===== config.mk =====
export PLATFORM = sky130hd
export DESIGN_NAME = wsp_gain
export DESIGN_NICKNAME = d
export VERILOG_FILES = /design/src/hdl/wsp_pkg.sv /design/src/hdl/wsp_gain.sv
export SDC_FILE = /design/constraint.sdc
export NUM_CORES = 2
export LEC_CHECK = 0
export BUFFER_PORTS_ARGS = -buffer_cell sky130_fd_sc_hd__buf_2
export CORE_MARGIN = 2
export CORE_UTILIZATION = 59
export DETAILED_ROUTE_END_ITERATION = 6
export PLACE_DENSITY_LB_ADDON = 0.05
export SYNTH_ARGS = -nofsm -noshare
export SYNTH_HDL_FRONTEND = slang
export SYNTH_SLANG_ARGS = --single-unit

===== constraint.sdc =====
create_clock -name clk -period 11.7 [get_ports clk]
set_input_delay 0 -clock clk [delete_from_list [all_inputs] [get_ports clk]]
set_output_delay 0 -clock clk [all_outputs]
set_load 0.01 [all_outputs]

===== src/hdl/wsp_pkg.sv =====
// Package for the wheel speed regulator: item kinds, register indexes,
// stage payload types and the field widths fixed by the item format.
// No dependencies.
package wsp_pkg;

  // Field widths
  localparam int COUNT_W  = 16;
  localparam int TGT_W    = 16;
  localparam int SUM_W    = 22;
  localparam int ERR_W    = 23;
  localparam int INTEG_W  = 21;
  localparam int DERIV_W  = 28;
  localparam int GAIN_W   = 16;
  localparam int LIMIT_W  = 20;
  localparam int DRV_CFG_W = 14;
  localparam int DRIVE_W  = 15;
  localparam int DUTY_W   = 14;
  localparam int CMD_W    = 16;
  localparam int ACC_W    = 48;
  localparam int CFG_ADDR_W = 3;
  localparam int CFG_DATA_W = 20;

  // Product widths (unsigned gain widened by one sign bit)
  localparam int PROD_FF_W = GAIN_W + 1 + TGT_W;
  localparam int PROD_P_W  = GAIN_W + 1 + ERR_W;
  localparam int PROD_I_W  = GAIN_W + 1 + INTEG_W;
  localparam int PROD_D_W  = GAIN_W + 1 + DERIV_W;

  localparam logic signed [CMD_W-1:0] CMD_MAX = 16'sd32767;

  // Item kinds
  localparam logic KIND_SAMPLE = 1'b0;
  localparam logic KIND_TARGET = 1'b1;

  // Configuration register indexes
  localparam logic [CFG_ADDR_W-1:0] REG_PROP_GAIN   = 3'd0;
  localparam logic [CFG_ADDR_W-1:0] REG_INTEG_GAIN  = 3'd1;
  localparam logic [CFG_ADDR_W-1:0] REG_DERIV_GAIN  = 3'd2;
  localparam logic [CFG_ADDR_W-1:0] REG_FF_GAIN     = 3'd3;
  localparam logic [CFG_ADDR_W-1:0] REG_INTEG_WIN   = 3'd4;
  localparam logic [CFG_ADDR_W-1:0] REG_INTEG_LIMIT = 3'd5;
  localparam logic [CFG_ADDR_W-1:0] REG_SLEW_LIMIT  = 3'd6;
  localparam logic [CFG_ADDR_W-1:0] REG_DRIVE_LIMIT = 3'd7;

  // What the drive stage does with an item
  typedef enum logic [1:0] {
    OP_HOLD   = 2'd0,
    OP_CLEAR  = 2'd1,
    OP_UPDATE = 2'd2
  } wsp_op_t;

  typedef struct packed {
    logic [GAIN_W-1:0]    prop_gain;
    logic [GAIN_W-1:0]    integ_gain;
    logic [GAIN_W-1:0]    deriv_gain;
    logic [GAIN_W-1:0]    ff_gain;
    logic [GAIN_W-1:0]    integ_window;
    logic [LIMIT_W-1:0]   integ_limit;
    logic [DRV_CFG_W-1:0] slew_limit;
    logic [DRV_CFG_W-1:0] drive_limit;
  } wsp_cfg_t;

  // Stage load strobes
  typedef struct packed {
    logic take_a;
    logic take_b;
    logic take_c;
    logic take_d;
  } wsp_pipe_t;

  // Status carried alongside the arithmetic
  typedef struct packed {
    wsp_op_t                   op;
    logic                      updated;
    logic signed [COUNT_W-1:0] delta;
    logic signed [SUM_W-1:0]   wsum;
  } wsp_tag_t;

  typedef struct packed {
    wsp_tag_t                  tag;
    logic signed [TGT_W-1:0]   target;
    logic signed [ERR_W-1:0]   err;
    logic signed [INTEG_W-1:0] integ;
    logic signed [DERIV_W-1:0] deriv;
  } wsp_front_t;

  typedef struct packed {
    wsp_tag_t                    tag;
    logic signed [PROD_FF_W-1:0] p_ff;
    logic signed [PROD_P_W-1:0]  p_p;
    logic signed [PROD_I_W-1:0]  p_i;
    logic signed [PROD_D_W-1:0]  p_d;
  } wsp_prod_t;

  typedef struct packed {
    wsp_tag_t                tag;
    logic signed [CMD_W-1:0] cmd;
  } wsp_cmd_t;

endpackage


===== src/hdl/wsp_gain.sv =====
// Gain stages: four parallel gain multiplies, then the weighted sum scaled
// down by the gain fraction bits and saturated to the command range.
// Depends on wsp_pkg.
module wsp_gain #(
  parameter int GAIN_FRAC_BITS = 8
) (
  input  logic                 clk,
  input  wsp_pkg::wsp_pipe_t   pipe,
  input  wsp_pkg::wsp_cfg_t    cfg,
  input  wsp_pkg::wsp_front_t  front_r,
  output wsp_pkg::wsp_cmd_t    cmd_r
);

  wsp_pkg::wsp_prod_t              prod_r;
  logic signed [wsp_pkg::ACC_W-1:0] sum;
  logic [wsp_pkg::ACC_W-1:0]       sum_mag;
  logic [wsp_pkg::ACC_W-1:0]       q;
  logic [wsp_pkg::CMD_W-1:0]       q_sat;
  logic signed [wsp_pkg::CMD_W-1:0] cmd;

  // Multiplies, one register after
  always_ff @(posedge clk) begin
    if (pipe.take_b) begin
      prod_r.tag  <= front_r.tag;
      prod_r.p_ff <= $signed({1'b0, cfg.ff_gain}) * front_r.target;
      prod_r.p_p  <= $signed({1'b0, cfg.prop_gain}) * front_r.err;
      prod_r.p_i  <= $signed({1'b0, cfg.integ_gain}) * front_r.integ;
      prod_r.p_d  <= $signed({1'b0, cfg.deriv_gain}) * front_r.deriv;
    end
  end

  // Sum, truncate toward zero, saturate
  always_comb begin
    sum = wsp_pkg::ACC_W'(prod_r.p_ff) + wsp_pkg::ACC_W'(prod_r.p_p)
        + wsp_pkg::ACC_W'(prod_r.p_i) + wsp_pkg::ACC_W'(prod_r.p_d);
    sum_mag = sum[wsp_pkg::ACC_W-1] ? wsp_pkg::ACC_W'(-sum) : wsp_pkg::ACC_W'(sum);
    q       = sum_mag >> GAIN_FRAC_BITS;
    q_sat   = (q > wsp_pkg::ACC_W'(wsp_pkg::CMD_MAX)) ? wsp_pkg::CMD_MAX
                                                       : q[wsp_pkg::CMD_W-1:0];
    cmd     = sum[wsp_pkg::ACC_W-1] ? -$signed(q_sat) : $signed(q_sat);
  end

  always_ff @(posedge clk) begin
    if (pipe.take_c) begin
      cmd_r.tag <= prod_r.tag;
      cmd_r.cmd <= cmd;
    end
  end

endmodule


==> impl_summary.log <==
INFO  metric fin_skew = between 0.015 and 0.02 ns
INFO  metric cts_root_buf = clkbuf_16
INFO  metric ioPinCount = 319
INFO  metric rr_worst_depth = 27
INFO  metric cts.sinks = approximately 250
INFO  metric insertion_delay = 0.58 ns
INFO  metric clock_path_buffers = 3
INFO  metric gp_congestion = 0.906
INFO  metric placeable_core_region = 107000 um2
INFO  metric first_global_vias = between 40000 and 50000
INFO  metric hold_depth = 2
INFO  metric start_util = between 50 and 60%
INFO  metric count_of_flip_flops_with_a_built_in_enable_after_synthesis = 254
INFO  metric antenna_violating_nets_post_route = 0
INFO  metric cp_max_fo = 30
INFO  metric post-cts-setup-buffers = 0
INFO  metric die_w = 333 um
INFO  metric wl = around 150000 um
INFO  metric floorplan_row_count = 120
INFO  metric route.detailed.wl_per_inst = approximately 18 um
INFO  metric postPlaceCellArea = 66100 um2
INFO  metric hold-path-endpoint = prod_r[45]
INFO  metric final_critical_path_setup_slack = around 2.7 ns
INFO  metric netlist-cell-type-count = 89
INFO  metric tritoncts = done
INFO  metric synth_top_area_share = between 40% and 50%
INFO  metric placed_cells_incl_taps = 8171
INFO  metric worst_r2r_endpoint = cmd_r[12]
INFO  metric min-delay-path-class = in -> reg
INFO  metric grt_overflow_total = 0
INFO  metric cp_num_buf_inv = 2
INFO  metric antenna_found_initial = 7
INFO  metric synth-warning-count = 0
INFO  metric drive_above_1_share = 4.97%
INFO  metric cts.reportedPaths.clkPinSlew = 0.06 ns
INFO  metric timing.reg2reg.setup_slack = 2.65 ns
INFO  metric dpl.hpwl = 124000 um
INFO  metric run_status = complete, no violations
INFO  metric crit_path_max_incr_delay = roughly 0.67 ns
INFO  metric die-height = 333 um
INFO  metric worst_min_delay_path_startpoint = front_r[28]
INFO  metric post-route-cell-area = 67500 um2
INFO  metric grt_pass1_wl = 257000 um
INFO  metric syn-instance-count = slightly below 7000
INFO  metric worst-slew-pin-transition = between 0.9 and 1 ns
INFO  metric crit_path_category = reg -> reg
INFO  metric required_time_at_the_worst_slack_endpoint = approximately 12 ns
INFO  metric post_synth_instance_area = 63900 um2
INFO  metric synth.area.top_cells = fa_1, edfxtp_1, inv_1
INFO  metric avgSynthCellArea = about 9.5 um2
INFO  metric timing.final.crit_share = between 70% and 80%
INFO  metric worst_setup_path_startpoint = prod_r[1]
INFO  metric r2r-start = prod_r[1]
INFO  metric synthArstFlopShare = 0%
INFO  metric worstSetupPathDepth = 27
INFO  metric area_delta_synth_final = 5.55%
INFO  metric die_area = between 100000 and 150000 um2
INFO  metric grt_start_max_net_pins = 77
INFO  metric numCtsBuffers = 28
INFO  metric setup.worst_path.start_class = flop
INFO  metric cap_viol_max_count = 0
INFO  metric first_iter_violations = 2519
INFO  metric via_count = around 45000
INFO  metric timing.final.crit_period = 9.05 ns
INFO  metric hold_viol_final = 0
INFO  metric drtPass1Iterations = 5
INFO  metric place_ws = 2.98 ns
INFO  metric drc_viols = 0
INFO  metric final-max-slew-violation-count = 0
INFO  metric timing.max_slew.rel_slack = between 30% and 40%
INFO  metric final.setup.tns = 0 ns
INFO  metric instances_no_fill = 8268
INFO  metric worst_path_max_delay_cell = nand2_1
INFO  metric critical_path.top_delay_family = compound AO/OA/AOI/OAI gates
INFO  metric io_buffer_count = ~250
INFO  metric yosysSeqAreaShare = about an eighth
INFO  metric viasPerCell = roughly 5.4
INFO  metric setup_violations = 0
INFO  metric fmax = ~0.11 GHz
INFO  metric worstPathArrival = about 9.4 ns
INFO  metric syn_nets = about 8900
INFO  metric post-synth-top-area-cell = fa_1
INFO  metric design.final.nets = about 9000
INFO  metric yosys_register_bits = around 250
INFO  metric track_usage = ~29%
INFO  metric cts_htree_levels = 1
INFO  metric rsz0062_at_grt = false
INFO  metric end_kind = flop
INFO  metric ys_dominant_reg_cell = edfxtp_1
through the flow:
stage / utilization (%) / hold slack (ns)
final: 62.9 / 0.107
after global routing: 62.9 / 0.0935
after floorplan: - / 0.0989
after global placement: 61.6 / 0.177
after CTS: 62.9 / 0.0433
after detailed placement: 61.6 / 0.178
registers in the layout, indices dropped and copies added (netlist names):
name	flops
cmd_r	57
prod_r	197
per-layer routing:
metal  global-route usage [%]  vias to the layer above  routed length, um
met3                     2.87                      213               7870
met2                     50.7                     1186              76500
li1                         -                    20300                  -
met4                     5.84                        8               3560
met1                     39.4                    22900              64000
met5                        0                        -                 44
cells by family (layout without fill, tap and decap cells):
kind of cell               after synthesis  after routing  synth area share, %
adders and majority gates             1886           1886                 53.5
muxes                                   13             13                0.207
DFF                                    254            254                 11.9
other                                    0              1                    0
and+or+nand+nor                       1917           1917                 14.7
buffers and inverters                 1969           2082                 11.6
xor gates and xnor gates               195            195                 2.68
AOI/OAI and AO/OA                      517            517                 5.37
cells in the mapped netlist (all sizes together), types with 7 or more instances:
master   number
a2111oi      11
a211oi       20
a21boi        9
a21o         61
a21oi       149
a311oi        7
a31oi        14
and2        602
and3         25
and4          7
buf          24
clkbuf      215
edfxtp      254
fa         1415
ha          471
inv        1730
mux2i        11
nand2       930
nand2b       33
nand3        47
nand4        18
nor2        121
nor2b        24
nor3         50
nor4          8
o211ai       18
o21a         32
o21ai       101
o21bai       22
o31ai         8
or2          12
or3          14
xnor2       145
xor2         50
timing repair:
item,in CTS,in global routing
hold buffers,45,0
resized for setup,0,0
endpoints found under the hold margin,47,0
worst max-delay path by stage:
stage,endpoint
after global routing,cmd_r[12]
after floorplan,prod_r[43]
after global placement,cmd_r[12]
after detailed placement,cmd_r[12]
after CTS,cmd_r[12]
final,cmd_r[12]
layout make-up:
class / instances / area, um2
Clock inverter: 18 / 241
Multi-Input combinational cell: 4528 / 48900
Timing Repair Buffer: 301 / 1750
Inverter: 1730 / 6490
Clock buffer: 33 / 719
Sequential cell: 254 / 7630
Antenna cell: 1 / 2.50
Fill cell: 9311 / 39900
Tap cell: 1403 / 1760
worst register-to-register path, cell delays in order (launching register included):
cell and delay [ns]:
edfxtp_1 0.32, inv_1 0.05, fa_1 0.53, inv_1 0.05, fa_1 0.43, ha_1 0.24
fa_1 0.48, a211oi_2 0.35, o21ai_1 0.22, a21oi_2 0.28, o21ai_1 0.23, a311oi_2 0.43
a2111oi_2 0.21, o311a_1 0.40, o21ai_0 0.63, nand2_1 0.67, a2111oi_0 0.56, o211a_1 0.21
nand4_2 0.56, nor2b_1 0.38, ha_1 0.26, nand2_1 0.07, mux2i_1 0.39, nand4_1 0.22
mux2i_1 0.23, xor2_1 0.17, o21ai_1 0.07, o31a_1 0.13
cells in the final DEF (no fill, tap or decap), drive strengths merged, types with 11 or more instances in the layout:
master,count
and2,602
inv,1734
nor2b,24
dlygate4sd3,45
nor2,121
a21oi,149
a211oi,20
ha,471
nand2,930
o21a,32
or3,14
a2111oi,11
or2,12
and3,25
a21o,61
nand2b,33
a31oi,14
o21ai,101
mux2i,11
nand4,18
nand3,47
xor2,50
buf,255
edfxtp,254
xnor2,145
fa,1415
nor3,50
clkbuf,34
o211ai,18
o21bai,22
Power is left out: the tool's default activity adds up to more than one toggle a clock period on the data nets, which glitch-free logic cannot reach.
