<file path="config.mk">
export PLATFORM = sky130hd
export DESIGN_NAME = wsp_front
export DESIGN_NICKNAME = d
export VERILOG_FILES = /design/src/hdl/wsp_pkg.sv /design/src/hdl/wsp_front.sv
export SDC_FILE = /design/constraint.sdc
export NUM_CORES = 1
export LEC_CHECK = 0
export ABC_AREA = 1
export BUFFER_PORTS_ARGS = -buffer_cell sky130_fd_sc_hd__buf_2
export CORE_MARGIN = 2
export CORE_UTILIZATION = 50
export DETAILED_ROUTE_END_ITERATION = 6
export PLACE_DENSITY = 0.75
export SYNTH_ARGS = -nofsm -noshare
export SYNTH_HDL_FRONTEND = slang
export SYNTH_SLANG_ARGS = --single-unit
</file>
<file path="constraint.sdc">
create_clock -name clk -period 24.6 [get_ports clk]
set_input_delay 4.92 -clock clk [delete_from_list [all_inputs] [get_ports clk]]
set_output_delay 4.92 -clock clk [all_outputs]
set_load 0.01 [all_outputs]
</file>
<file path="src/hdl/wsp_pkg.sv">
// Package for the wheel speed regulator: item kinds, register indexes,
// stage payload types and the field widths fixed by the item format.
// No dependencies.
package wsp_pkg;

  // Field widths
  localparam int COUNT_W  = 16;
  localparam int TGT_W    = 16;
  localparam int SUM_W    = 22;
  localparam int ERR_W    = 23;
  localparam int INTEG_W  = 21;
  localparam int DERIV_W  = 28;
  localparam int GAIN_W   = 16;
  localparam int LIMIT_W  = 20;
  localparam int DRV_CFG_W = 14;
  localparam int DRIVE_W  = 15;
  localparam int DUTY_W   = 14;
  localparam int CMD_W    = 16;
  localparam int ACC_W    = 48;
  localparam int CFG_ADDR_W = 3;
  localparam int CFG_DATA_W = 20;

  // Product widths (unsigned gain widened by one sign bit)
  localparam int PROD_FF_W = GAIN_W + 1 + TGT_W;
  localparam int PROD_P_W  = GAIN_W + 1 + ERR_W;
  localparam int PROD_I_W  = GAIN_W + 1 + INTEG_W;
  localparam int PROD_D_W  = GAIN_W + 1 + DERIV_W;

  localparam logic signed [CMD_W-1:0] CMD_MAX = 16'sd32767;

  // Item kinds
  localparam logic KIND_SAMPLE = 1'b0;
  localparam logic KIND_TARGET = 1'b1;

  // Configuration register indexes
  localparam logic [CFG_ADDR_W-1:0] REG_PROP_GAIN   = 3'd0;
  localparam logic [CFG_ADDR_W-1:0] REG_INTEG_GAIN  = 3'd1;
  localparam logic [CFG_ADDR_W-1:0] REG_DERIV_GAIN  = 3'd2;
  localparam logic [CFG_ADDR_W-1:0] REG_FF_GAIN     = 3'd3;
  localparam logic [CFG_ADDR_W-1:0] REG_INTEG_WIN   = 3'd4;
  localparam logic [CFG_ADDR_W-1:0] REG_INTEG_LIMIT = 3'd5;
  localparam logic [CFG_ADDR_W-1:0] REG_SLEW_LIMIT  = 3'd6;
  localparam logic [CFG_ADDR_W-1:0] REG_DRIVE_LIMIT = 3'd7;

  // What the drive stage does with an item
  typedef enum logic [1:0] {
    OP_HOLD   = 2'd0,
    OP_CLEAR  = 2'd1,
    OP_UPDATE = 2'd2
  } wsp_op_t;

  typedef struct packed {
    logic [GAIN_W-1:0]    prop_gain;
    logic [GAIN_W-1:0]    integ_gain;
    logic [GAIN_W-1:0]    deriv_gain;
    logic [GAIN_W-1:0]    ff_gain;
    logic [GAIN_W-1:0]    integ_window;
    logic [LIMIT_W-1:0]   integ_limit;
    logic [DRV_CFG_W-1:0] slew_limit;
    logic [DRV_CFG_W-1:0] drive_limit;
  } wsp_cfg_t;

  // Stage load strobes
  typedef struct packed {
    logic take_a;
    logic take_b;
    logic take_c;
    logic take_d;
  } wsp_pipe_t;

  // Status carried alongside the arithmetic
  typedef struct packed {
    wsp_op_t                   op;
    logic                      updated;
    logic signed [COUNT_W-1:0] delta;
    logic signed [SUM_W-1:0]   wsum;
  } wsp_tag_t;

  typedef struct packed {
    wsp_tag_t                  tag;
    logic signed [TGT_W-1:0]   target;
    logic signed [ERR_W-1:0]   err;
    logic signed [INTEG_W-1:0] integ;
    logic signed [DERIV_W-1:0] deriv;
  } wsp_front_t;

  typedef struct packed {
    wsp_tag_t                    tag;
    logic signed [PROD_FF_W-1:0] p_ff;
    logic signed [PROD_P_W-1:0]  p_p;
    logic signed [PROD_I_W-1:0]  p_i;
    logic signed [PROD_D_W-1:0]  p_d;
  } wsp_prod_t;

  typedef struct packed {
    wsp_tag_t                tag;
    logic signed [CMD_W-1:0] cmd;
  } wsp_cmd_t;

endpackage

</file>
<file path="src/hdl/wsp_front.sv">
// Front stage: encoder delta, window sum, error, clamped integral and
// derivative term. Holds the loop state that items update in order.
// Depends on wsp_pkg.
module wsp_front #(
  parameter int WINDOW_SAMPLES = 10
) (
  input  logic                              clk,
  input  logic                              rst_n,
  input  logic                              take,
  input  logic                              kind,
  input  logic [wsp_pkg::COUNT_W-1:0]       encoder_count,
  input  logic signed [wsp_pkg::TGT_W-1:0]  target_value,
  input  wsp_pkg::wsp_cfg_t                 cfg,
  output wsp_pkg::wsp_front_t               front_r
);

  localparam int IDX_W = (WINDOW_SAMPLES > 1) ? $clog2(WINDOW_SAMPLES) : 1;
  localparam logic [IDX_W-1:0] IDX_LAST = IDX_W'(WINDOW_SAMPLES - 1);

  // Loop state
  logic [wsp_pkg::COUNT_W-1:0]        prev_count_r, prev_count_nxt;
  logic                               first_r, first_nxt;
  logic signed [wsp_pkg::COUNT_W-1:0] latest_r, latest_nxt;
  logic signed [wsp_pkg::SUM_W-1:0]   psum_r, psum_nxt;
  logic signed [wsp_pkg::SUM_W-1:0]   lwsum_r, lwsum_nxt;
  logic [IDX_W-1:0]                   idx_r, idx_nxt;
  logic signed [wsp_pkg::INTEG_W-1:0] integ_r, integ_nxt;
  logic signed [wsp_pkg::ERR_W-1:0]   perr_r, perr_nxt;
  logic signed [wsp_pkg::TGT_W-1:0]   target_r, target_nxt;

  // Arithmetic
  logic [wsp_pkg::COUNT_W-1:0]        d_raw;
  logic signed [wsp_pkg::COUNT_W-1:0] delta;
  logic signed [wsp_pkg::SUM_W-1:0]   psum_add;
  logic                               wend;
  logic signed [wsp_pkg::ERR_W-1:0]   err;
  logic [wsp_pkg::ERR_W-1:0]          err_mag;
  logic                               in_win;
  logic signed [23:0]                 isum;
  logic signed [23:0]                 ilim;
  logic signed [wsp_pkg::INTEG_W-1:0] integ_upd;
  logic signed [23:0]                 ediff;
  logic signed [wsp_pkg::DERIV_W-1:0] ediff_x;
  logic signed [wsp_pkg::DERIV_W-1:0] deriv;
  wsp_pkg::wsp_op_t                   op;

  // Delta, window sum and control terms
  always_comb begin
    d_raw    = encoder_count - prev_count_r;
    delta    = first_r ? '0 : $signed(d_raw);
    psum_add = psum_r + wsp_pkg::SUM_W'(delta);
    wend     = (idx_r == IDX_LAST);
    err      = wsp_pkg::ERR_W'(target_r) - wsp_pkg::ERR_W'(psum_add);
    err_mag  = err[wsp_pkg::ERR_W-1] ? wsp_pkg::ERR_W'(-err) : err;
    in_win   = err_mag < wsp_pkg::ERR_W'(cfg.integ_window);
    isum     = 24'(integ_r) + 24'(err);
    ilim     = $signed({4'b0, cfg.integ_limit});
    if (isum > ilim) begin
      integ_upd = wsp_pkg::INTEG_W'(ilim);
    end else if (isum < -ilim) begin
      integ_upd = wsp_pkg::INTEG_W'(-ilim);
    end else begin
      integ_upd = wsp_pkg::INTEG_W'(isum);
    end
    ediff   = 24'(err) - 24'(perr_r);
    ediff_x = wsp_pkg::DERIV_W'(ediff);
    // ten times the error change
    deriv   = (ediff_x <<< 3) + (ediff_x <<< 1);
  end

  // Next state for one item
  always_comb begin
    prev_count_nxt = prev_count_r;
    first_nxt      = first_r;
    latest_nxt     = latest_r;
    psum_nxt       = psum_r;
    lwsum_nxt      = lwsum_r;
    idx_nxt        = idx_r;
    integ_nxt      = integ_r;
    perr_nxt       = perr_r;
    target_nxt     = target_r;
    op             = wsp_pkg::OP_HOLD;
    if (kind == wsp_pkg::KIND_SAMPLE) begin
      first_nxt      = 1'b0;
      prev_count_nxt = encoder_count;
      if (wend) begin
        idx_nxt  = '0;
        psum_nxt = '0;
        if (target_r == '0) begin
          // zero target at window end clears the loop
          lwsum_nxt  = '0;
          latest_nxt = '0;
          integ_nxt  = '0;
          perr_nxt   = '0;
          op         = wsp_pkg::OP_CLEAR;
        end else begin
          lwsum_nxt  = psum_add;
          latest_nxt = delta;
          integ_nxt  = in_win ? integ_upd : integ_r;
          perr_nxt   = err;
          op         = wsp_pkg::OP_UPDATE;
        end
      end else begin
        idx_nxt    = idx_r + 1'b1;
        psum_nxt   = psum_add;
        latest_nxt = delta;
      end
    end else begin
      target_nxt = target_value;
      if (target_value == '0) begin
        integ_nxt = '0;
        perr_nxt  = '0;
        op        = wsp_pkg::OP_CLEAR;
      end
    end
  end

  always_ff @(posedge clk) begin
    if (!rst_n) begin
      prev_count_r <= '0;
      first_r      <= 1'b1;
      latest_r     <= '0;
      psum_r       <= '0;
      lwsum_r      <= '0;
      idx_r        <= '0;
      integ_r      <= '0;
      perr_r       <= '0;
      target_r     <= '0;
    end else if (take) begin
      prev_count_r <= prev_count_nxt;
      first_r      <= first_nxt;
      latest_r     <= latest_nxt;
      psum_r       <= psum_nxt;
      lwsum_r      <= lwsum_nxt;
      idx_r        <= idx_nxt;
      integ_r      <= integ_nxt;
      perr_r       <= perr_nxt;
      target_r     <= target_nxt;
    end
  end

  // Stage payload
  always_ff @(posedge clk) begin
    if (take) begin
      front_r.tag.op      <= op;
      front_r.tag.updated <= (kind == wsp_pkg::KIND_SAMPLE) && wend;
      front_r.tag.delta   <= latest_nxt;
      front_r.tag.wsum    <= lwsum_nxt;
      front_r.target      <= target_nxt;
      front_r.err         <= err;
      front_r.integ       <= integ_nxt;
      front_r.deriv       <= deriv;
    end
  end

endmodule

</file>
==> flow_metrics.py <==
metrics = {
    "drt": {
        "vias": 18824,
        "antenna_left": 0,
        "firstDrtPassIters": 6,
        "via_per_inst": 5.43,
        "drt_iter0_markers": 1538,
        "wl_per_cell_um": 16.1,
        "wirelength_um": 55900,
        "drcViolationCount": 0,
    },
    "cts": {
        "insertion_delay_ns": 0.60,
        "cts_tree": "done",
        "numCtsBuffers": 31,
        "cts_setup_buffers": 0,
        "cts.sinks": 269,
        "ctsHoldBuffers": 0,
        "cts_root_buf": "clkbuf_16",
        "clkTransAtPathRegs_ns": 0.06,
        "h-tree-depth": 1,
        "clockBufferDepth": 3,
        "cts_resized": 0,
    },
    "setup_path": {
        "cp_max_fo": 23,
        "arrival_ns": 15.32,
        "r2r-start": "prev_count_r[2]",
        "end_kind": "flip-flop",
        "cpMostUsedCell": "nand2_1",
        "slowest_stage": "clkinv_1",
        "cp.required_ns": 25.13,
        "cp-start-kind": "input pin",
        "critPathKind": "input pin to flip-flop",
        "max_stage_delay_ns": 0.78,
        "cp-startpoint": "encoder_count[2]",
    },
    "synthesis": {
        "synth_top_area_frac": 0.193,
        "seq_area_frac_synth": 0.335,
        "synthArstFlopShare": 0,
        "yosys_most_used_dff": "dfxtp_1",
        "yosys_warnings": 0,
        "syn_area_um2": 19900,
        "synth.distinct_cells": 54,
        "syn-num-nets": 3104,
        "ys_seq_elements": 269,
        "synth_edf_count": 128,
        "synth_area_leaders": "edfxtp_1 (19%), dfxtp_1 (14%), nand2_1 (13%), ha_1 (11%), inv_1 (8.3%)",
        "postSynthCellCount": 2755,
        "yosysTopAreaCell": "edfxtp_1",
        "avgSynthCellArea_um2": 7.22,
    },
    "floorplanning": {
        "die_y_um": 203,
        "initial_core_util": 0.504,
        "core_um2": 39500,
        "row_count": 73,
        "die_w_um": 203,
        "ios": 293,
        "fp.dieArea_um2": 41400,
    },
    "sta": {
        "finalMaxSlewViolations": 0,
        "setup_viol": 0,
        "finClkSkew_ns": 0.0178,
        "rsz0062_at_grt": "no",
        "finalCritPeriodShare": 0.601,
        "finalSetupTns_ns": 0,
        "max_freq_mhz": 67.6,
        "tightest_slew_ns": 1.17,
        "min_period_ns": 14.80,
        "maxSlewHeadroom": 0.223,
        "hold_viol": 0,
    },
    "global_routing": {
        "use_met3": 0.0252,
        "antenna_found_initial": 0,
        "grt_util_met1": 0.359,
        "grt_pass1_wl_um": 88600,
        "use_met2": 0.442,
        "grt_max_degree": 100,
        "top_usage_layer": "met2",
        "grt-ovfl-total": 0,
        "grt.total_usage": 0.264,
        "grt_pass1_vias": 17504,
    },
    "power": {
        "clock_power_share": 0.206,
        "combPwrFrac": 0.539,
        "internal-power_uw": 1300,
        "switchingPower_uw": 1010,
        "p_per_area_nw_per_um2": 103,
        "power_leakage_uw": 0.0110,
        "pwr-share-seq": 0.255,
        "peakVddDrop_mv": 0.0587,
        "swShare": 0.438,
    },
    "job": {
        "cap_viol_max_count": 0,
    },
    "layout": {
        "post-route-util": 0.566,
        "diodes": 0,
        "num-nets-final": 3267,
        "drive_gt1_frac": 0.123,
        "n_fill_cell": 3696,
        "syn2layout_area_growth_pct": 12.4,
    },
    "run_status": {
        "status": "finished, final reports clean",
    },
    "placed_design": {
        "place_congestion": 0.954,
        "portBuffers": 199,
        "dpl.hpwl_um": 42400,
    },
    "worst_hold_path": {
        "min_from": "prev_count_r[9]",
        "min_path_type": "flip-flop to flip-flop",
    },
}
==> sequential cells by signal, summed over array words and instances (netlist names) <==
| signal | flops |
|---|---|
| perr_r | 23 |
| integ_r | 21 |
| idx_r | 4 |
| prev_count_r | 16 |
| target_r | 16 |
| lwsum_r | 22 |
| psum_r | 22 |
| latest_r | 16 |
| first_r | 1 |
| front_r | 128 |
==> worst paths after layout <==
path | slack, ns | cells after the start | end
min reg2reg | 0.46 | 2 | prev_count_r[9]
max | 9.80 | 60 | integ_r[19]
min | 0.46 | 2 | prev_count_r[9]
max reg2reg | 13.89 | 60 | integ_r[19]
==> power by group through the flow <==
stage | combinational (µW) | clock (µW) | sequential [µW]
global placement | 1180 | 0 | 598
global route | 1410 | 498 | 594
floorplan | 901 | 0 | 617
detailed placement | 1220 | 0 | 600
CTS | 1230 | 484 | 590
finish | 1250 | 476 | 590
==> cells in the final DEF (no fill, tap or decap), types with 4 or more instances in the layout <==
| cell type | count |
|---|---|
| a211oi_1 | 5 |
| a21oi_1 | 251 |
| a21oi_2 | 23 |
| a31oi_1 | 9 |
| buf_2 | 198 |
| buf_4 | 14 |
| clkbuf_1 | 7 |
| clkbuf_16 | 32 |
| clkinv_1 | 4 |
| clkinv_2 | 7 |
| dfxtp_1 | 141 |
| edfxtp_1 | 128 |
| fa_1 | 6 |
| ha_1 | 179 |
| inv_1 | 438 |
| inv_2 | 11 |
| nand2_1 | 676 |
| nand2_2 | 26 |
| nand3_1 | 183 |
| nand3_2 | 11 |
| nand3b_1 | 4 |
| nand4_1 | 58 |
| nor2_1 | 116 |
| nor2_2 | 6 |
| nor3_1 | 18 |
| nor4_1 | 8 |
| o21ai_0 | 178 |
| o21bai_1 | 10 |
| o22ai_1 | 18 |
| o32ai_1 | 14 |
| or2_2 | 6 |
| xnor2_1 | 29 |
| xor2_1 | 79 |
==> routing by layer <==
metal / share of wire / wire (µm)
met1: 0.44 / 24600
met2: 0.46 / 25500
met3: 0.071 / 3960
met4: 0.032 / 1810
met5: 0 / 0
==> through the flow <==
stage / hold slack, ns / cells / instance area (µm²) / total power (µW) / setup slack (ns)
3_3_place_gp: 0.444 / 3410 / 21300 / 1780 / 9.65
5_1_grt: 0.484 / 3468 / 22300 / 2500 / 8.86
4_1_cts: 0.461 / 3468 / 22300 / 2310 / 10.01
3_5_place_dp: 0.451 / 3410 / 21300 / 1820 / 9.45
6_report: 0.457 / 3468 / 22300 / 2310 / 9.80
2_1_floorplan: 0.433 / 2755 / 19900 / 1520 / 12.33
==> logic make-up (layout without fill, tap and decap cells) <==
group / Yosys count / in the layout / synth area share
xor+xnor: 110 / 110 / 0.0492
simple gates: 1121 / 1121 / 0.244
fa+ha+maj: 185 / 185 / 0.119
other cells: 1 / 1 / 0.000189
compound gates: 534 / 534 / 0.149
flops: 269 / 269 / 0.335
buf+inv: 535 / 723 / 0.103
==> layout make-up <==
cell class / count / area [µm²] / share of cell area
Timing Repair Buffer: 213 / 1110 / 0.0496
Multi-Input combinational cell: 1951 / 11200 / 0.500
Tap cell: 525 / 657 / 0.0294
Clock inverter: 17 / 193 / 0.00863
Sequential cell: 269 / 6670 / 0.298
Inverter: 452 / 1700 / 0.0759
Clock buffer: 41 / 855 / 0.0383
==> critical path: cells and delay by family <==
kind / cells / cell delay [ns]
AND/OR/NAND/NOR: 35 / 4.38
AO/OA/AOI/OAI: 12 / 2.11
adder cells (fa/ha/maj): 5 / 1.85
buffers and inverters: 6 / 1.35
XOR/XNOR: 2 / 0.68
==> cells in the mapped netlist (23+ instances only) <==
master	count
nand2_1	676
inv_1	439
a21oi_1	251
nand3_1	183
ha_1	179
o21ai_0	178
dfxtp_1	141
edfxtp_1	128
nor2_1	116
xor2_1	79
clkbuf_1	63
nand4_1	58
xnor2_1	29
nand2_2	26
a21oi_2	23
(Power assumes the default switching activity.)
