**config.mk**
```make
export PLATFORM = sky130hd
export DESIGN_NAME = wsp_drive
export DESIGN_NICKNAME = d
export VERILOG_FILES = /design/src/hdl/wsp_pkg.sv /design/src/hdl/wsp_drive.sv
export SDC_FILE = /design/constraint.sdc
export NUM_CORES = 1
export LEC_CHECK = 0
export ABC_AREA = 1
export BUFFER_PORTS_ARGS = -buffer_cell sky130_fd_sc_hd__clkbuf_2
export CORE_MARGIN = 2
export CORE_UTILIZATION = 45
export CTS_BUF_LIST = sky130_fd_sc_hd__clkbuf_4
export CTS_CLUSTER_SIZE = 16
export DETAILED_ROUTE_END_ITERATION = 8
export PLACE_DENSITY_LB_ADDON = 0.2
export SKIP_CTS_REPAIR_TIMING = 1
export SYNTH_ARGS = -nofsm -noshare
export SYNTH_HDL_FRONTEND = slang
export SYNTH_SLANG_ARGS = --single-unit
```
**constraint.sdc**
```tcl
create_clock -name clk -period 27 [get_ports clk]
set_input_delay 5.4 -clock clk [delete_from_list [all_inputs] [get_ports clk]]
set_output_delay 5.4 -clock clk [all_outputs]
set_load 0.05 [all_outputs]
```
**src/hdl/wsp_pkg.sv**
```systemverilog
// Package for the wheel speed regulator: item kinds, register indexes,
// stage payload types and the field widths fixed by the item format.
// No dependencies.
package wsp_pkg;

  // Field widths
  localparam int COUNT_W  = 16;
  localparam int TGT_W    = 16;
  localparam int SUM_W    = 22;
  localparam int ERR_W    = 23;
  localparam int INTEG_W  = 21;
  localparam int DERIV_W  = 28;
  localparam int GAIN_W   = 16;
  localparam int LIMIT_W  = 20;
  localparam int DRV_CFG_W = 14;
  localparam int DRIVE_W  = 15;
  localparam int DUTY_W   = 14;
  localparam int CMD_W    = 16;
  localparam int ACC_W    = 48;
  localparam int CFG_ADDR_W = 3;
  localparam int CFG_DATA_W = 20;

  // Product widths (unsigned gain widened by one sign bit)
  localparam int PROD_FF_W = GAIN_W + 1 + TGT_W;
  localparam int PROD_P_W  = GAIN_W + 1 + ERR_W;
  localparam int PROD_I_W  = GAIN_W + 1 + INTEG_W;
  localparam int PROD_D_W  = GAIN_W + 1 + DERIV_W;

  localparam logic signed [CMD_W-1:0] CMD_MAX = 16'sd32767;

  // Item kinds
  localparam logic KIND_SAMPLE = 1'b0;
  localparam logic KIND_TARGET = 1'b1;

  // Configuration register indexes
  localparam logic [CFG_ADDR_W-1:0] REG_PROP_GAIN   = 3'd0;
  localparam logic [CFG_ADDR_W-1:0] REG_INTEG_GAIN  = 3'd1;
  localparam logic [CFG_ADDR_W-1:0] REG_DERIV_GAIN  = 3'd2;
  localparam logic [CFG_ADDR_W-1:0] REG_FF_GAIN     = 3'd3;
  localparam logic [CFG_ADDR_W-1:0] REG_INTEG_WIN   = 3'd4;
  localparam logic [CFG_ADDR_W-1:0] REG_INTEG_LIMIT = 3'd5;
  localparam logic [CFG_ADDR_W-1:0] REG_SLEW_LIMIT  = 3'd6;
  localparam logic [CFG_ADDR_W-1:0] REG_DRIVE_LIMIT = 3'd7;

  // What the drive stage does with an item
  typedef enum logic [1:0] {
    OP_HOLD   = 2'd0,
    OP_CLEAR  = 2'd1,
    OP_UPDATE = 2'd2
  } wsp_op_t;

  typedef struct packed {
    logic [GAIN_W-1:0]    prop_gain;
    logic [GAIN_W-1:0]    integ_gain;
    logic [GAIN_W-1:0]    deriv_gain;
    logic [GAIN_W-1:0]    ff_gain;
    logic [GAIN_W-1:0]    integ_window;
    logic [LIMIT_W-1:0]   integ_limit;
    logic [DRV_CFG_W-1:0] slew_limit;
    logic [DRV_CFG_W-1:0] drive_limit;
  } wsp_cfg_t;

  // Stage load strobes
  typedef struct packed {
    logic take_a;
    logic take_b;
    logic take_c;
    logic take_d;
  } wsp_pipe_t;

  // Status carried alongside the arithmetic
  typedef struct packed {
    wsp_op_t                   op;
    logic                      updated;
    logic signed [COUNT_W-1:0] delta;
    logic signed [SUM_W-1:0]   wsum;
  } wsp_tag_t;

  typedef struct packed {
    wsp_tag_t                  tag;
    logic signed [TGT_W-1:0]   target;
    logic signed [ERR_W-1:0]   err;
    logic signed [INTEG_W-1:0] integ;
    logic signed [DERIV_W-1:0] deriv;
  } wsp_front_t;

  typedef struct packed {
    wsp_tag_t                    tag;
    logic signed [PROD_FF_W-1:0] p_ff;
    logic signed [PROD_P_W-1:0]  p_p;
    logic signed [PROD_I_W-1:0]  p_i;
    logic signed [PROD_D_W-1:0]  p_d;
  } wsp_prod_t;

  typedef struct packed {
    wsp_tag_t                tag;
    logic signed [CMD_W-1:0] cmd;
  } wsp_cmd_t;

endpackage

```
**src/hdl/wsp_drive.sv**
```systemverilog
// Drive stage: slew limit toward the command, clamp to the drive limits,
// hold the drive state and the result register.
// Depends on wsp_pkg.
module wsp_drive #(
  parameter int DUTY_MAX = 10000
) (
  input  logic                               clk,
  input  logic                               rst_n,
  input  wsp_pkg::wsp_pipe_t                 pipe,
  input  wsp_pkg::wsp_cfg_t                  cfg,
  input  wsp_pkg::wsp_cmd_t                  cmd_r,
  output logic [wsp_pkg::DUTY_W-1:0]         duty_r,
  output logic                               reverse_r,
  output logic                               updated_r,
  output logic signed [wsp_pkg::COUNT_W-1:0] delta_r,
  output logic signed [wsp_pkg::SUM_W-1:0]   wsum_r
);

  localparam logic signed [16:0] DUTY_LIM = 17'(DUTY_MAX);

  logic signed [wsp_pkg::DRIVE_W-1:0] drive_r, drive_nxt;
  logic signed [16:0]                 diff, slew, diff_c, d, dl, lim, d_c;
  logic [wsp_pkg::DRIVE_W-1:0]        mag;

  // Slew step and drive clamp
  always_comb begin
    diff = 17'(cmd_r.cmd) - 17'(drive_r);
    slew = $signed({3'b0, cfg.slew_limit});
    if (diff > slew) begin
      diff_c = slew;
    end else if (diff < -slew) begin
      diff_c = -slew;
    end else begin
      diff_c = diff;
    end
    d   = 17'(drive_r) + diff_c;
    dl  = $signed({3'b0, cfg.drive_limit});
    lim = (dl < DUTY_LIM) ? dl : DUTY_LIM;
    if (d > lim) begin
      d_c = lim;
    end else if (d < -lim) begin
      d_c = -lim;
    end else begin
      d_c = d;
    end
    case (cmd_r.tag.op)
      wsp_pkg::OP_UPDATE: drive_nxt = wsp_pkg::DRIVE_W'(d_c);
      wsp_pkg::OP_CLEAR:  drive_nxt = '0;
      default:            drive_nxt = drive_r;
    endcase
    mag = drive_nxt[wsp_pkg::DRIVE_W-1] ? wsp_pkg::DRIVE_W'(-drive_nxt)
                                        : wsp_pkg::DRIVE_W'(drive_nxt);
  end

  always_ff @(posedge clk) begin
    if (!rst_n) begin
      drive_r <= '0;
    end else if (pipe.take_d) begin
      drive_r <= drive_nxt;
    end
  end

  // Result register
  always_ff @(posedge clk) begin
    if (pipe.take_d) begin
      duty_r    <= mag[wsp_pkg::DUTY_W-1:0];
      reverse_r <= drive_nxt[wsp_pkg::DRIVE_W-1];
      updated_r <= cmd_r.tag.updated;
      delta_r   <= cmd_r.tag.delta;
      wsum_r    <= cmd_r.tag.wsum;
    end
  end

endmodule

```
==> flow_summary_export.csv, run 1 <==
group,metric,value,unit
layout,fillers,1703,
grt,grt_pass1_wl,31.0,mm
setup_path,timing.rr.start,"drive_r[1]$_SDFFE_PN0P_",
cts,clkTransAtPathRegs,0.10,ns
logic_synthesis,ys_async_sr_fraction,0,
cts,worstSkewPairLatency,0.40,ns
setup_path,critPathCapture,"duty_r[12]$_DFFE_PP_",
cts,cts_tree,"yes",
timing,holdWs,0.670,ns
timing,hold_viol_final,0,
logic_synthesis,syn_area_per_cell,7.03,µm²
floorplanning,die_x,133,µm
place,gp_congestion,0.909,
logic_synthesis,yosys_warnings,0,
setup_path,cp.arrival,14.08,ns
setup_path,r2r_setup_slack,17.60,ns
floorplanning,core,0.0164,mm²
grt,antenna_found_initial,0,
place,place_inst,1410,
job,drv_cap,0,
pwr,total_leakage_power,4.53,nW
timing,drv_slew,0,
logic_synthesis,synth_seq_area_share,0.256,
cts,cts.sinks,69,
timing,setup_viol,0,
layout,regArea,0.00192,mm²
floorplanning,die_area,0.0177,mm²
logic_synthesis,synth_edf_count,54,
cts,cts_root_buffer,"clkbuf_4",
layout,multi_input_area,0.00474,mm²
pwr,pwr-share-clk,0.070,
status,status,"finished, final reports clean",
setup_path,reg2reg_depth,56,
worst_hold_path,hp-class,"reg2reg",
setup_path,critPathMaxStageDelay,0.55,ns
grt,grt-ovfl-total,0,
timing,max_slew.worst_pin.slew,0.784,ns
logic_synthesis,synth_cell_types,49,
pwr,p_switching,0.377,mW
detailed_routing,wl_per_cell,13.8,µm
detailed_routing,ant_nets,0,
floorplanning,ioPinCount,245,
grt,grt_pass1_vias,6366,
grt,grt_max_degree,56,
cts,h-tree-depth,3,
detailed_routing,drc,0,
setup_path,cp_top_family,"simple AND/OR/NAND/NOR gates",
pwr,internal_power,0.314,mW
setup_path,slowest_stage,"inv_1",
pwr,swShare,0.546,
place,numPortBuffers,141,
place,dpl.hpwl,16.7,mm
logic_synthesis,synthCells,1066,
logic_synthesis,synth_flop_cell,"edfxtp_1",
setup_path,crit_type,"in2reg",
layout,diodes,0,
pwr,p_comb_frac,0.733,
setup_path,r2r-end,"duty_r[12]$_DFFE_PP_",
timing,final.setup.tns,0,ns
logic_synthesis,syn_area,0.00749,mm²
setup_path,cp-end-kind,"flip-flop",
floorplanning,start_util,0.457,
timing,rsz0062_at_grt,"no",
floorplanning,rows,47,
setup_path,required,27.17,ns
layout,final_common_cell,"nand2_1",
pwr,fin_total_pwr,0.691,mW
layout,area_growth,12.7,%
detailed_routing,wl,19.7,mm
floorplanning,die_y,133,µm
timing,slew-limit-headroom,0.476,
setup_path,crit_top_cell,"nand2_1",
cts,numCtsBuffers,9,
grt,grt_util_all_layers,0.219,
layout,final_cells,1424,
layout,drive_gt1_frac,0.181,
detailed_routing,drt-initial-drc-count,474,
setup_path,startpoint,"cmd_r[0]",
timing,fmax,71.9,MHz
pwr,seqPwrFrac,0.196,
cts,clk_path_buf_depth,2,
detailed_routing,dr.pass1.iters,5,
pwr,vdd_drop_max,0.0372,mV
logic_synthesis,syn_nets,1351,
detailed_routing,vias_per_cell,5.01,
detailed_routing,num_vias,7136,
setup_path,critPathLaunchType,"primary input",
layout,mostFrequentLayoutCells,"nand2_1 (266), inv_1 (179), clkbuf_2 (141)",
layout,fin_nets,1486,
logic_synthesis,ys_seq_elements,69,
setup_path,crit_buf_inv,10,
setup_path,crit_fanout,22,
pwr,powerDensity,81.8,mW/mm²
setup_path,path_depth,57,
timing,clock_skew,0.0143,ns
timing,fin_crit_sh,0.515,
timing,min_period,13.91,ns
-- state kept, by name (all words and copies together) (netlist names) --
name and flops:
delta_r 16, updated_r 1, reverse_r 1, drive_r 15
wsum_r 22, duty_r 14
-- power groups by stage --
stage          Sequential [mW]  Combinational (mW)  Clock [mW]
4_1_cts                  0.136               0.503      0.0514
3_3_place_gp             0.138               0.494           0
3_5_place_dp             0.138               0.501           0
5_1_grt                  0.137               0.566      0.0542
6_report                 0.136               0.506      0.0486
2_1_floorplan            0.174               0.366           0
-- per-stage QoR --
| step | cell area (µm²) | setup WS [ns] | util |
|---|---|---|---|
| floorplan | 7490 | 14.44 | - |
| global placement | 8360 | 12.78 | 0.509 |
| detailed placement | 8360 | 12.71 | 0.509 |
| CTS | 8450 | 13.16 | 0.515 |
| global route | 8450 | 12.22 | 0.515 |
| finish | 8450 | 13.09 | 0.515 |
-- Yosys cell counts (13+ instances only) --
library cell	instances	area share
ha_1	92	0.15
nand3_1	71	0.047
dfxtp_1	15	0.040
o21ai_0	37	0.025
xnor2_1	24	0.028
nand4_1	19	0.016
nand2_2	23	0.019
o211ai_1	13	0.013
xor2_1	22	0.026
inv_1	179	0.090
a21oi_1	58	0.039
edfxtp_1	54	0.22
nand2_1	266	0.13
nor2_1	73	0.037
-- layer usage --
metal  global-route usage  vias to the layer above  wire length [µm]
li1                     -                     3775                 -
met1                0.295                     3115              9070
met2                0.366                      217              9060
met3               0.0307                       29              1050
met4               0.0615                        0               492
met5                    0                        -                 0
-- tightest hold or removal path, stage by stage (launching register included) --
cell     delay, ns
dfxtp_1       0.37
inv_1         0.09
a21oi_1       0.06
o21ai_0       0.07
inv_1         0.04
-- layout make-up --
class | instances | share of cell area
clock inverter | 5 | 0.00237
timing repair buffer | 142 | 0.0844
sequential | 69 | 0.228
clock buffer | 9 | 0.00800
inverter | 189 | 0.0843
tap | 220 | 0.0326
multi-input combinational | 790 | 0.561
-- how the worst min path moves through the flow --
stage,startpoint,end,slack (ns),depth (start not counted)
after detailed placement,drive_r[8]$_SDFFE_PN0P_,drive_r[8]$_SDFFE_PN0P_,0.65,4
after global placement,drive_r[7]$_SDFFE_PN0P_,drive_r[7]$_SDFFE_PN0P_,0.64,4
final,drive_r[7]$_SDFFE_PN0P_,drive_r[7]$_SDFFE_PN0P_,0.67,4
after floorplan,drive_r[10]$_SDFFE_PN0P_,drive_r[10]$_SDFFE_PN0P_,0.56,4
after CTS,drive_r[7]$_SDFFE_PN0P_,drive_r[7]$_SDFFE_PN0P_,0.67,4
after global routing,drive_r[8]$_SDFFE_PN0P_,drive_r[8]$_SDFFE_PN0P_,0.70,4
-- logic make-up after synthesis --
family	Yosys count	synth area share
adder cells (fa/ha/maj)	94	0.159
XOR/XNOR	46	0.0538
AO/OA/AOI/OAI	157	0.126
buffers and inverters	207	0.112
AND/OR/NAND/NOR	493	0.294
flip-flops	69	0.256
No activity file was read; power rests on OpenSTA's default activity.
==> inputs of run 2 (changes only) <==
- clock period: 27 -> 11.2 ns (I/O delays scaled with it)
==> flow_summary_export.csv, run 2 (synthesized netlist as in run 1, its figures left out) <==
group,metric,value,unit
status,status,"finished, final reports clean",
pwr,total_leakage_power,4.58,nW
layout,largest_reg_flops,22,
cts,clk_path_buf_depth,2,
layout,area_growth,13.9,%
place,dpl_cell_area,0.00843,mm²
worst_hold_path,min_from,"drive_r[7]$_SDFFE_PN0P_",
setup_path,critPathLaunchType,"primary input",
layout,reg.largest.list,"wsum_r x22, delta_r x16, drive_r x15",
setup_path,r2r_setup_slack,2.57,ns
cts,cts.sinks,69,
detailed_routing,wl_per_cell,14.1,µm
detailed_routing,num_vias,7164,
setup_path,critPathMaxStageDelay,0.42,ns
cts,h-tree-depth,3,
layout,fin_nets,1495,
timing,clock_skew,0.0211,ns
floorplanning,rows,47,
timing,final.setup.tns,0,ns
detailed_routing,drt-initial-drc-count,415,
setup_path,cp.arrival,10.30,ns
floorplanning,die_y,133,µm
setup_path,slowest_stage,"fa_1",
layout,final_common_cell,"nand2_1",
setup_path,cp_top_family,"simple AND/OR/NAND/NOR gates",
timing,fmax,98.7,MHz
grt,antenna_found_initial,0,
detailed_routing,dr.pass1.iters,5,
floorplanning,ioPinCount,245,
cts,cts_root_buffer,"clkbuf_4",
setup_path,cp-end-kind,"flip-flop",
layout,drive_gt1_frac,0.190,
layout,fin_area,0.00854,mm²
grt,grt_util_all_layers,0.231,
setup_path,crit_top_cell,"nand2_1",
grt,grt_max_degree,56,
pwr,powerDensity,202,mW/mm²
grt,grt_pass1_vias,6669,
layout,fillers,1685,
place,dpl.hpwl,17.1,mm
setup_path,reg2reg_depth,57,
grt,grt-ovfl-total,0,
cts,worstSkewPairLatency,0.42,ns
timing,min_period,10.13,ns
detailed_routing,ant_nets,0,
worst_hold_path,hp-class,"reg2reg",
pwr,fin_total_pwr,1.72,mW
setup_path,crit_fanout,13,
cts,numCtsBuffers,9,
setup_path,crit_type,"in2reg",
setup_path,required,11.38,ns
layout,mostFrequentLayoutCells,"nand2_1 (266), inv_1 (179), clkbuf_2 (141)",
timing,rsz0062_at_grt,"no",
pwr,vdd_drop_max,0.0884,mV
grt,grt_pass1_wl,32.9,mm
timing,fin_crit_sh,0.904,
floorplanning,core,0.0164,mm²
layout,largest_register,"wsum_r",
cts,cts_tree,"yes",
place,numPortBuffers,141,
detailed_routing,vias_per_cell,4.99,
floorplanning,die_area,0.0177,mm²
place,gp_congestion,0.910,
job,drv_cap,0,
detailed_routing,wl,20.3,mm
timing,setup_viol,0,
floorplanning,die_x,133,µm
setup_path,r2r-end,"duty_r[10]$_DFFE_PP_",
detailed_routing,drc,0,
floorplanning,start_util,0.457,
layout,diodes,0,
timing,hold_viol_final,0,
worst_hold_path,hold-path-endpoint,"drive_r[7]$_SDFFE_PN0P_",
cts,clkTransAtPathRegs,0.10,ns
timing,slew-limit-headroom,0.497,
setup_path,timing.rr.start,"drive_r[0]$_SDFFE_PN0P_",
timing,drv_slew,0,
worst_hold_path,worst_hold_path.num_cells,4,
setup_path,crit_buf_inv,11,
timing,max_slew.worst_pin.slew,0.755,ns
-- run 2: cell types whose count changed in the layout (fill, tap and decap cells not counted) --
cell        change
clkinvlp_4      +2
clkinv_1        -2
clkbuf_4        +2
buf_4           +9
-- run 2: power by group --
group	internal [mW]	switching, mW	total [mW]
Clock	0.0488	0.0843	0.133
Combinational	0.427	0.835	1.26
Sequential	0.314	0.0135	0.327
-- run 2: layer usage --
metal  global-route usage  vias up  wire, µm
li1                     -     3800         -
met1                0.313     3182      9340
met2                0.395      161      9750
met3               0.0261       21       825
met4               0.0508        0       357
met5                    0        -         0
-- run 2: area by class of cell --
cell class	instances	area, µm²	area share
timing repair buffer	151	781	0.0915
tap	220	275	0.0322
sequential	69	1920	0.225
clock buffer	11	82.6	0.00967
multi-input combinational	790	4740	0.555
inverter	189	712	0.0834
clock inverter	5	27.5	0.00322
-- run 2: metrics by stage --
stage	util	worst slack, ns	std cells	hold WS, ns
finish	0.520	1.07	1435	0.671
CTS	0.520	1.22	1435	0.669
detailed placement	0.514	0.766	1419	0.649
global placement	0.514	0.828	1419	0.642
global route	0.520	0.315	1435	0.700
floorplan	-	1.80	1066	0.558
-- run 2: worst max-delay path by stage --
stage	startpoint	endpoint	slack, ns	cells past startpoint
3_5_place_dp	cmd_r[0]	duty_r[10]$_DFFE_PP_	0.77	59
2_1_floorplan	cmd_r[0]	duty_r[12]$_DFFE_PP_	1.80	58
4_1_cts	cmd_r[0]	duty_r[10]$_DFFE_PP_	1.22	59
3_3_place_gp	cmd_r[0]	duty_r[10]$_DFFE_PP_	0.83	53
6_report	cmd_r[0]	duty_r[10]$_DFFE_PP_	1.07	59
5_1_grt	cmd_r[0]	duty_r[10]$_DFFE_PP_	0.31	58
-- run 2: tightest hold or removal path: stages, from the launching register on --
cell     delay [ns]
dfxtp_1        0.38
inv_1          0.09
a21oi_1        0.06
o21ai_0        0.07
inv_1          0.04
